File: src/hw/rtl/selective_repeat_receive_window_macros.svh
// assertion helpers used by the receive window datapath
`ifndef SELECTIVE_REPEAT_RECEIVE_WINDOW_MACROS_SVH
`define SELECTIVE_REPEAT_RECEIVE_WINDOW_MACROS_SVH

// property sampled on clk, ignored while rst_n is low
`define SRW_ASSERT(label, prop, msg) \
    label: assert property (@(posedge clk) disable iff (!rst_n) (prop)) else $error(msg);

// implication whose consequence is checked in the cycle after the condition
`define SRW_ASSERT_NEXT(label, cond, conseq, msg) \
    label: assert property (@(posedge clk) disable iff (!rst_n) (cond) |=> (conseq)) \
        else $error(msg);

`endif

File: src/hw/rtl/srw_pkg.sv
`timescale 1ns / 1ps
// ----------------------------------------------------------------------------
// srw_pkg
// Field widths, result codes and controller/datapath signal groups of the
// selective-repeat receive window.
// ----------------------------------------------------------------------------
package srw_pkg;

    localparam int SEQ_W    = 8;
    localparam int HANDLE_W = 16;
    localparam int WIN_W    = 5;
    localparam int STAT_W   = 2;

    // largest window and largest buffered count the 5-bit fields can carry
    localparam int WIN_MAX = 31;
    localparam logic [WIN_W-1:0] CNT_MAX   = 5'd31;
    localparam logic [WIN_W-1:0] WIN_RESET = 5'd31;

    localparam logic [STAT_W-1:0] ST_ACCEPTED  = 2'd0;
    localparam logic [STAT_W-1:0] ST_OUTSIDE   = 2'd1;
    localparam logic [STAT_W-1:0] ST_DUPLICATE = 2'd2;

    localparam logic KIND_STATUS   = 1'b0;
    localparam logic KIND_DELIVERY = 1'b1;

    typedef struct packed {
        logic idle;
        logic eval;
        logic fetch;
        logic deliver;
    } srw_cmd_t;

    typedef struct packed {
        logic in_fire;
        logic slot_free;
        logic next_set;
        logic more;
    } srw_sts_t;

    function automatic logic [WIN_W-1:0] free_slots_f(input logic [WIN_W-1:0] win,
                                                      input logic [WIN_W-1:0] cnt);
        return (win > cnt) ? (win - cnt) : '0;
    endfunction

endpackage

File: src/hw/rtl/srw_ifs.sv
`timescale 1ns / 1ps
// ----------------------------------------------------------------------------
// srw interfaces
// Valid/ready channels of the receive window: packet in, result out, window
// size write.
// ----------------------------------------------------------------------------
interface srw_pkt_if;
    import srw_pkg::*;
    logic                valid;
    logic                ready;
    logic [SEQ_W-1:0]    seq_number;
    logic [HANDLE_W-1:0] packet_handle;
    modport source (output valid, output seq_number, output packet_handle, input ready);
    modport sink   (input valid, input seq_number, input packet_handle, output ready);
endinterface

interface srw_res_if;
    import srw_pkg::*;
    logic                valid;
    logic                ready;
    logic                result_kind;
    logic [STAT_W-1:0]   arrival_status;
    logic [SEQ_W-1:0]    delivered_seq;
    logic [HANDLE_W-1:0] delivered_handle;
    logic [WIN_W-1:0]    free_slots;
    logic                last_of_run;
    modport source (output valid, output result_kind, output arrival_status,
                    output delivered_seq, output delivered_handle, output free_slots,
                    output last_of_run, input ready);
    modport sink   (input valid, input result_kind, input arrival_status,
                    input delivered_seq, input delivered_handle, input free_slots,
                    input last_of_run, output ready);
endinterface

interface srw_cfg_if;
    import srw_pkg::*;
    logic             valid;
    logic             ready;
    logic [WIN_W-1:0] window_size;
    modport source (output valid, output window_size, input ready);
    modport sink   (input valid, input window_size, output ready);
endinterface

File: src/hw/rtl/srw_ctrl.sv
`timescale 1ns / 1ps
// ----------------------------------------------------------------------------
// srw_ctrl
// Sequencer: takes one request, evaluates it, then walks the in-order run
// one fetch and one delivery at a time.
// ----------------------------------------------------------------------------
module srw_ctrl (
    input  logic              clk,
    input  logic              rst_n,
    input  srw_pkg::srw_sts_t sts,
    output srw_pkg::srw_cmd_t cmd
);
    import srw_pkg::*;

    localparam logic [1:0] S_IDLE    = 2'd0;
    localparam logic [1:0] S_EVAL    = 2'd1;
    localparam logic [1:0] S_FETCH   = 2'd2;
    localparam logic [1:0] S_DELIVER = 2'd3;

    logic [1:0] state_reg;
    logic [1:0] state_next;

    always_comb
    begin
        state_next = state_reg;
        case (state_reg)
            S_IDLE:
            begin
                if (sts.in_fire)
                    state_next = S_EVAL;
            end
            S_EVAL:
            begin
                if (sts.slot_free)
                    state_next = sts.next_set ? S_FETCH : S_IDLE;
            end
            S_FETCH:
            begin
                state_next = S_DELIVER;
            end
            S_DELIVER:
            begin
                if (sts.slot_free)
                    state_next = sts.more ? S_FETCH : S_IDLE;
            end
            default:
            begin
                state_next = S_IDLE;
            end
        endcase
    end

    always_ff @(posedge clk or negedge rst_n)
    begin
        if (!rst_n)
            state_reg <= S_IDLE;
        else
            state_reg <= state_next;
    end

    assign cmd.idle    = (state_reg == S_IDLE);
    assign cmd.eval    = (state_reg == S_EVAL) && sts.slot_free;
    assign cmd.fetch   = (state_reg == S_FETCH);
    assign cmd.deliver = (state_reg == S_DELIVER) && sts.slot_free;

endmodule

File: src/hw/rtl/srw_datapath.sv
`timescale 1ns / 1ps
// ----------------------------------------------------------------------------
// srw_datapath
// Window state, received map, handle memory and the result register.
// ----------------------------------------------------------------------------
`include "selective_repeat_receive_window_macros.svh"

module srw_datapath #(
    parameter int MAX_WINDOW = 31,
    parameter int SEQ_SPACE  = 256
) (
    input  logic              clk,
    input  logic              rst_n,
    input  srw_pkg::srw_cmd_t cmd,
    output srw_pkg::srw_sts_t sts,
    srw_pkt_if.sink           pkt,
    srw_res_if.source         res,
    srw_cfg_if.sink           cfg
);
    import srw_pkg::*;

    localparam int IDX_W   = $clog2(SEQ_SPACE);
    localparam int DW      = IDX_W + 2;
    localparam int CAP_A   = (MAX_WINDOW < SEQ_SPACE - 1) ? MAX_WINDOW : SEQ_SPACE - 1;
    localparam int CAP_B   = (CAP_A < WIN_MAX) ? CAP_A : WIN_MAX;
    localparam logic [WIN_W-1:0] WIN_CAP  = WIN_W'(CAP_B);
    localparam logic [IDX_W-1:0] IDX_LAST = IDX_W'(SEQ_SPACE - 1);

    // configuration and window state
    logic [WIN_W-1:0]     window_size_reg;
    logic [IDX_W-1:0]     last_reg;
    logic [WIN_W-1:0]     cnt_reg;
    logic [WIN_W-1:0]     run_reg;
    logic [SEQ_SPACE-1:0] map_reg;

    // captured request
    logic [SEQ_W-1:0]    seq_reg;
    logic [HANDLE_W-1:0] handle_reg;

    // handle memory
    logic [HANDLE_W-1:0] handle_mem [SEQ_SPACE];
    logic [HANDLE_W-1:0] rdata_reg;

    // result register
    logic                out_valid_reg;
    logic                kind_reg;
    logic [STAT_W-1:0]   status_reg;
    logic [SEQ_W-1:0]    dseq_reg;
    logic [HANDLE_W-1:0] dhandle_reg;
    logic [WIN_W-1:0]    free_reg;
    logic                last_of_run_reg;

    logic [WIN_W-1:0]  eff_win;
    logic [IDX_W-1:0]  seq_idx;
    logic [IDX_W-1:0]  next_idx;
    logic              in_range;
    logic [DW-1:0]     d_raw;
    logic [DW-1:0]     d_mod;
    logic              in_win;
    logic              dup;
    logic              accept;
    logic [STAT_W-1:0] status;
    logic [WIN_W-1:0]  cnt_eval;
    logic [WIN_W-1:0]  cnt_fetch;
    logic              slot_free;

    assign eff_win  = (window_size_reg > WIN_CAP) ? WIN_CAP : window_size_reg;
    assign seq_idx  = seq_reg[IDX_W-1:0];
    assign next_idx = (last_reg == IDX_LAST) ? '0 : last_reg + 1'b1;
    assign in_range = ({1'b0, seq_reg} < (SEQ_W + 1)'(SEQ_SPACE));

    // (seq - last - 1) mod space, one conditional subtract
    assign d_raw  = DW'(seq_idx) + DW'(SEQ_SPACE - 1) - DW'(last_reg);
    assign d_mod  = (d_raw >= DW'(SEQ_SPACE)) ? d_raw - DW'(SEQ_SPACE) : d_raw;
    assign in_win = in_range && (d_mod < DW'(eff_win));
    assign dup    = in_win && map_reg[seq_idx];
    assign accept = in_win && !map_reg[seq_idx];

    always_comb
    begin
        if (!in_win)
            status = ST_OUTSIDE;
        else if (dup)
            status = ST_DUPLICATE;
        else
            status = ST_ACCEPTED;
    end

    assign cnt_eval  = (accept && (cnt_reg != CNT_MAX)) ? cnt_reg + 1'b1 : cnt_reg;
    assign cnt_fetch = (cnt_reg != '0) ? cnt_reg - 1'b1 : cnt_reg;
    assign slot_free = !out_valid_reg || res.ready;

    assign sts.in_fire   = pkt.valid && pkt.ready;
    assign sts.slot_free = slot_free;
    assign sts.next_set  = map_reg[next_idx] || (accept && (seq_idx == next_idx));
    assign sts.more      = map_reg[next_idx] && (run_reg != CNT_MAX);

    assign pkt.ready = cmd.idle;
    assign cfg.ready = 1'b1;

    always_ff @(posedge clk)
    begin
        if (sts.in_fire)
        begin
            seq_reg    <= pkt.seq_number;
            handle_reg <= pkt.packet_handle;
        end
    end

    always_ff @(posedge clk)
    begin
        if (cmd.eval && accept)
            handle_mem[seq_idx] <= handle_reg;
        if (cmd.fetch)
            rdata_reg <= handle_mem[next_idx];
    end

    always_ff @(posedge clk or negedge rst_n)
    begin
        if (!rst_n)
        begin
            window_size_reg <= WIN_RESET;
            last_reg        <= IDX_LAST;
            cnt_reg         <= '0;
            run_reg         <= '0;
            map_reg         <= '0;
        end
        else
        begin
            if (cfg.valid)
                window_size_reg <= cfg.window_size;
            if (cmd.eval)
            begin
                run_reg <= '0;
                cnt_reg <= cnt_eval;
                if (accept)
                    map_reg[seq_idx] <= 1'b1;
            end
            if (cmd.fetch)
            begin
                map_reg[next_idx] <= 1'b0;
                last_reg          <= next_idx;
                cnt_reg           <= cnt_fetch;
                run_reg           <= run_reg + 1'b1;
            end
        end
    end

    always_ff @(posedge clk or negedge rst_n)
    begin
        if (!rst_n)
            out_valid_reg <= 1'b0;
        else if (cmd.eval || cmd.deliver)
            out_valid_reg <= 1'b1;
        else if (res.ready)
            out_valid_reg <= 1'b0;
    end

    always_ff @(posedge clk)
    begin
        if (cmd.eval)
        begin
            kind_reg        <= KIND_STATUS;
            status_reg      <= status;
            dseq_reg        <= '0;
            dhandle_reg     <= '0;
            free_reg        <= free_slots_f(eff_win, cnt_eval);
            last_of_run_reg <= !sts.next_set;
        end
        else if (cmd.deliver)
        begin
            kind_reg        <= KIND_DELIVERY;
            status_reg      <= ST_ACCEPTED;
            dseq_reg        <= SEQ_W'(last_reg);
            dhandle_reg     <= rdata_reg;
            free_reg        <= free_slots_f(eff_win, cnt_reg);
            last_of_run_reg <= !sts.more;
        end
    end

    assign res.valid            = out_valid_reg;
    assign res.result_kind      = kind_reg;
    assign res.arrival_status   = status_reg;
    assign res.delivered_seq    = dseq_reg;
    assign res.delivered_handle = dhandle_reg;
    assign res.free_slots       = free_reg;
    assign res.last_of_run      = last_of_run_reg;

    // the slot of the last delivered number is never held
    `SRW_ASSERT(a_last_clear, !map_reg[last_reg], "slot of last delivered number is set")
    // a fetch only ever releases a held packet
    `SRW_ASSERT(a_fetch_held, !cmd.fetch || map_reg[next_idx], "fetch of an empty slot")
    // each request is evaluated exactly once
    `SRW_ASSERT_NEXT(a_eval_once, cmd.eval, !cmd.eval, "request evaluated twice")

endmodule

File: src/hw/rtl/selective_repeat_receive_window.sv
`timescale 1ns / 1ps
// ----------------------------------------------------------------------------
// selective_repeat_receive_window
// Receive window of a selective-repeat link: window test, duplicate flag,
// handle store and in-order release of the held run.
// ----------------------------------------------------------------------------
//  channel   dir  moves
//  pkt       in   seq_number, packet_handle
//  res       out  one status result, then 0 to 31 delivery results
//  cfg       in   window_size write, always ready
//
//  a request is evaluated, then each released packet takes a fetch from the
//  handle memory port, then a load of the result register
//  pkt is ready again once the last result of the run is loaded
//  a stall on res holds the sequencer at the next result to load
//  reset clears the received map in flip-flops at once, no clearing pass
// ----------------------------------------------------------------------------
module selective_repeat_receive_window #(
    parameter int MAX_WINDOW = 31,
    parameter int SEQ_SPACE  = 256
) (
    input  logic      clk,
    input  logic      rst_n,
    srw_pkt_if.sink   pkt,
    srw_res_if.source res,
    srw_cfg_if.sink   cfg
);
    import srw_pkg::*;

    srw_cmd_t cmd;
    srw_sts_t sts;

    srw_ctrl u_ctrl (
        .clk   (clk),
        .rst_n (rst_n),
        .sts   (sts),
        .cmd   (cmd)
    );

    srw_datapath #(
        .MAX_WINDOW (MAX_WINDOW),
        .SEQ_SPACE  (SEQ_SPACE)
    ) u_datapath (
        .clk   (clk),
        .rst_n (rst_n),
        .cmd   (cmd),
        .sts   (sts),
        .pkt   (pkt),
        .res   (res),
        .cfg   (cfg)
    );

endmodule
File: src/flat_wrapper.sv
// flat-port wrapper written by rule: the top's interface ports become plain ports
module selective_repeat_receive_window_flat import srw_pkg::*;
#(
    parameter int MAX_WINDOW = 31,
    parameter int SEQ_SPACE  = 256
)
  (clk, rst_n, pkt_valid, pkt_seq_number, pkt_packet_handle, pkt_ready, res_valid, res_result_kind, res_arrival_status, res_delivered_seq, res_delivered_handle, res_free_slots, res_last_of_run, res_ready, cfg_valid, cfg_window_size, cfg_ready);
  srw_pkt_if pkt_i ();
  srw_res_if res_i ();
  srw_cfg_if cfg_i ();
  input  logic clk;
  input  logic rst_n;
  input wire logic [$bits(pkt_i.valid)-1:0] pkt_valid;
  input wire logic [$bits(pkt_i.seq_number)-1:0] pkt_seq_number;
  input wire logic [$bits(pkt_i.packet_handle)-1:0] pkt_packet_handle;
  output wire logic [$bits(pkt_i.ready)-1:0] pkt_ready;
  output wire logic [$bits(res_i.valid)-1:0] res_valid;
  output wire logic [$bits(res_i.result_kind)-1:0] res_result_kind;
  output wire logic [$bits(res_i.arrival_status)-1:0] res_arrival_status;
  output wire logic [$bits(res_i.delivered_seq)-1:0] res_delivered_seq;
  output wire logic [$bits(res_i.delivered_handle)-1:0] res_delivered_handle;
  output wire logic [$bits(res_i.free_slots)-1:0] res_free_slots;
  output wire logic [$bits(res_i.last_of_run)-1:0] res_last_of_run;
  input wire logic [$bits(res_i.ready)-1:0] res_ready;
  input wire logic [$bits(cfg_i.valid)-1:0] cfg_valid;
  input wire logic [$bits(cfg_i.window_size)-1:0] cfg_window_size;
  output wire logic [$bits(cfg_i.ready)-1:0] cfg_ready;
  assign pkt_i.valid = pkt_valid;
  assign pkt_i.seq_number = pkt_seq_number;
  assign pkt_i.packet_handle = pkt_packet_handle;
  assign pkt_ready = pkt_i.ready;
  assign res_valid = res_i.valid;
  assign res_result_kind = res_i.result_kind;
  assign res_arrival_status = res_i.arrival_status;
  assign res_delivered_seq = res_i.delivered_seq;
  assign res_delivered_handle = res_i.delivered_handle;
  assign res_free_slots = res_i.free_slots;
  assign res_last_of_run = res_i.last_of_run;
  assign res_i.ready = res_ready;
  assign cfg_i.valid = cfg_valid;
  assign cfg_i.window_size = cfg_window_size;
  assign cfg_ready = cfg_i.ready;
  selective_repeat_receive_window #(.MAX_WINDOW(MAX_WINDOW), .SEQ_SPACE(SEQ_SPACE)) u_core (.clk(clk), .rst_n(rst_n), .pkt(pkt_i), .res(res_i), .cfg(cfg_i));
endmodule
File: config.mk
export PLATFORM = sky130hd
export DESIGN_NAME = selective_repeat_receive_window_flat
export DESIGN_NICKNAME = d
export VERILOG_FILES = /design/src/hw/rtl/srw_pkg.sv /design/src/hw/rtl/srw_ifs.sv /design/src/hw/rtl/srw_ctrl.sv /design/src/hw/rtl/srw_datapath.sv /design/src/hw/rtl/selective_repeat_receive_window.sv /design/src/flat_wrapper.sv
export VERILOG_INCLUDE_DIRS = /design/src /design/src/hw/rtl
export SDC_FILE = /design/constraint.sdc
export NUM_CORES = 2
export LEC_CHECK = 0
export BUFFER_PORTS_ARGS = -buffer_cell sky130_fd_sc_hd__buf_2
export CAP_MARGIN = 20
export CELL_PAD_IN_SITES_DETAIL_PLACEMENT = 1
export CELL_PAD_IN_SITES_GLOBAL_PLACEMENT = 1
export CORE_MARGIN = 2
export CORE_UTILIZATION = 45
export CTS_CLUSTER_DIAMETER = 40
export CTS_CLUSTER_SIZE = 10
export DETAILED_ROUTE_END_ITERATION = 12
export GPL_ROUTABILITY_DRIVEN = 0
export PLACE_DENSITY = 0.62
export SLEW_MARGIN = 20
export SYNTH_ARGS = -nofsm -noshare
export SYNTH_HDL_FRONTEND = slang
export SYNTH_HIERARCHICAL = 1
export SYNTH_SLANG_ARGS = --single-unit
export TNS_END_PERCENT = 10
File: constraint.sdc
create_clock -name clk -period 14.85 [get_ports clk]
set_input_delay 0.7425 -clock clk [delete_from_list [all_inputs] [get_ports clk]]
set_output_delay 0.7425 -clock clk [all_outputs]
set_load 0.03 [all_outputs]
==> impl_metrics.csv <==
group,metric,value,unit
yosys,synthesis.area,176000,µm²
sta,rsz0062_at_grt,"false",
power,leakagePower,67.1,nW
critical_path,crit_required,15530,ps
power,internal_power,27.9,mW
global_routing,antenna_found_initial,60,
yosys,synth-async-reset-ratio,0.0634,
cts,cts.htree.levels,6,
global_routing,grt_pass1_vias,99253,
flow_run,cap_violations,0,
yosys,yosys.area.top_type,"edfxtp_1",
sta,final-setup-viol-count,0,
critical_path,crit_type,"flip-flop to flip-flop",
cells_and_area,area_growth,16.6,%
drt,drtPass1Iterations,8,
sta,tightest_slew,1370,ps
die,dieArea,396000,µm²
cts,ctsLongestPathBuffers,4,
power,finalPower,42.6,mW
sta,period_needed,7830,ps
die,row_count,229,
power,pwr-share-seq,0.337,
critical_path,crit_arrival,8500,ps
cells_and_area,nets,9624,
yosys,synth_xor_xnor_area_share,0.00177,
yosys,synth-edff-count,4144,
global_routing,grt-ovfl-total,0,
cells_and_area,drive_gt1_frac,0.275,
global_routing,grt_start_max_net_pins,146,
die,ios,70,
global_routing,grt_pass1_wl,846000,µm
die,core,389000,µm²
yosys,synth_top_family_by_area,"multiplexers",
cts,cts_resized,0,
global_routing,grt.total_usage,0.311,
drt,avgViaCountPerCell,6.46,
yosys,synthCells,9144,
yosys,muxShareOfSynthArea,0.152,
placed_design,pre_cts_slack,7240,ps
sta,fmax,128,MHz
drt,ant_nets,0,
yosys,yosysWarnings,6,
cts,clkSinkCount,4451,
sta,hold_viol,0,
critical_path,worstSetupStartpointType,"flip-flop",
yosys,synth-compound-area-share,0.0225,
yosys,synth_area_per_cell,19.2,µm²
power,power_density,208,nW/µm²
critical_path,critPathMaxFanout,31,
sta,relSlewSlack,0.0856,
drt,wl_per_cell,40.4,µm
yosys,seq_area_frac_synth,0.750,
power,comb_power_share,0.318,
yosys,synth.distinct_cells,79,
cts,cts_root_buf,"clkbuf_16",
yosys,synth-simple-area-share,0.0562,
power,peakVddDrop,0.000272,V
sta,final.setup.worst_slack,7020,ps
drt,wl,618000,µm
yosys,synth-seq-cells,4451,
yosys,synth_ff_type,"edfxtp_1",
sta,finalMaxSlewViolations,0,
cts,cts_tree,"done",
drt,drc,0,
sta,fin_crit_sh,0.527,
cts,clk_latency,1090,ps
critical_path,cp-end-kind,"flip-flop",
drt,drt_iter0_drc,14214,
hold_path,hp-class,"input pin to flip-flop",
yosys,syn_nets,9211,
sta,clock-skew-final,41.9,ps
power,switching_power,14.7,mW
yosys,yosysTopAreaCellShare,0.707,
cts,path_clk_slew,50,ps
cells_and_area,largest_register_ffs,4096,
yosys,synth-adder-area-share,0.00253,
yosys,synth_area_leaders,"edfxtp_1 (71%), mux4_2 (15%), dfrtp_1 (3.8%), nand2_1 (2.3%), nand3_1 (1.8%)",
power,p_clk_frac,0.345,
sta,setup_tns,0,ps
die,fp.dieH,629,µm
placed_design,port_buffers,68,
run_status,outcome,"completed",
die,die_w,629,µm
drt,dr_total_vias,98706,
die,start_util,0.452,
power,swShare,0.345,
placed_design,hpwl,381000,µm
cts,cts_buffers,632,
-- cell usage after synthesis, types with 13 or more instances --
cell type	count
edfxtp_1	4144
mux4_2	1133
nand2_1	1056
nand3_1	643
clkbuf_1	340
nor2_1	325
dfrtp_1	269
a2bb2oi_1	259
buf_2	143
mux2i_1	106
buf_1	78
nand4_1	56
and3_1	47
a31oi_1	45
a21oi_1	40
inv_1	33
ha_1	30
nor3_1	28
o21ai_0	28
a22oi_1	26
xnor2_1	26
dfxtp_1	25
nor4_1	21
nor2b_1	16
a211oi_1	14
a32oi_1	14
buf_4	13
dfstp_2	13
nand2b_1	13
-- timing repair --
item                                    4_1_cts  5_1_grt
hold endpoints to repair                    100        0
buffers inserted                              0        0
hold buffers                                 38        0
endpoints found under the setup margin        0        0
-- path summary, 6_finish.rpt --
kind / start / endpoint / slack, ps / depth (start not counted)
max: u_core/u_datapath/seq_idx[0]$_DFFE_PP_ / u_core/u_datapath/handle_mem[80][14]$_DFFE_PP_ / 7020 / 11
min: res_ready / u_core/u_datapath/res.valid$_DFFE_PN0P_ / 210 / 3
max reg2reg: u_core/u_datapath/seq_idx[0]$_DFFE_PP_ / u_core/u_datapath/handle_mem[80][14]$_DFFE_PP_ / 7020 / 11
min reg2reg: u_core/u_datapath/res.result_kind$_SDFFE_PP0P_ / u_core/u_datapath/res.result_kind$_SDFFE_PP0P_ / 470 / 2
max in group asynchronous: rst_n / u_core/u_datapath/map_reg[231]$_DFF_PN0_ / 12040 / 4
min in group asynchronous: rst_n / u_core/u_datapath/run_reg[1]$_DFFE_PN0P_ / 310 / 2
-- worst max-delay path, stage by stage, from the launching register on --
cell	delay (ps)
edfxtp_1	320
buf_4	590
buf_4	650
mux4_2	590
mux2_2	320
o22ai_1	680
nor4_1	190
a311oi_1	500
a32o_2	430
nand4_2	780
nand3b_1	1080
nor2_2	1160
-- stage by stage --
step                       util  hold WS (ps)  cells  cell area, µm²
final                     0.527           215  15291          205000
after CTS                 0.526           113  15247          205000
after global routing      0.527           205  15259          205000
after global placement    0.472           439  14069          184000
after detailed placement  0.472           458  14071          184000
after floorplan               -           447   9144          176000
-- layout by cell type (no fill, tap or decap), drive strengths merged, types with 30 or more instances in the layout --
master	count
edfxtp	4144
nand3	643
bufinv	47
clkinvlp	43
inv	71
ha	30
buf	323
diode	33
and3	48
clkinv	171
a2bb2oi	259
a21oi	40
dfrtp	269
a31oi	45
mux2i	106
mux4	1133
dlygate4sd3	38
nand4	57
nand2	1056
nor2	325
clkbuf	839
-- layer usage --
layer,part of all wire,track usage,wire length (µm)
met1,0.38,0.417,234000
met2,0.45,0.461,278000
met3,0.12,0.0993,72700
met4,0.053,0.149,33000
met5,0.00045,0.00217,277
-- power groups by stage --
stage	Sequential, mW	Combinational [mW]	Clock (mW)
2_1_floorplan	14.9	7.77	0
3_3_place_gp	14.6	13.2	0
3_5_place_dp	14.6	13.4	0
4_1_cts	14.3	13.4	14.8
5_1_grt	14.3	14.0	15.3
6_report	14.4	13.5	14.7
-- kinds of logic after synthesis --
group / Yosys count
AOI/OAI and AO/OA: 505
buffers and inverters: 615
and+or+nand+nor: 2255
other: 1
muxes: 1249
xor gates and xnor gates: 34
DFF: 4451
adders and majority gates: 34
-- area by class of cell --
class | count | area, µm²
Antenna cell | 33 | 82.6
Clock buffer | 839 | 17200
Clock inverter | 299 | 3340
Fill cell | 34356 | 184000
Inverter | 33 | 124
Multi-Input combinational cell | 4078 | 42600
Sequential cell | 4451 | 132000
Tap cell | 5197 | 6500
Timing Repair Buffer | 361 | 3080
No activity file was read; power rests on OpenSTA's default activity.
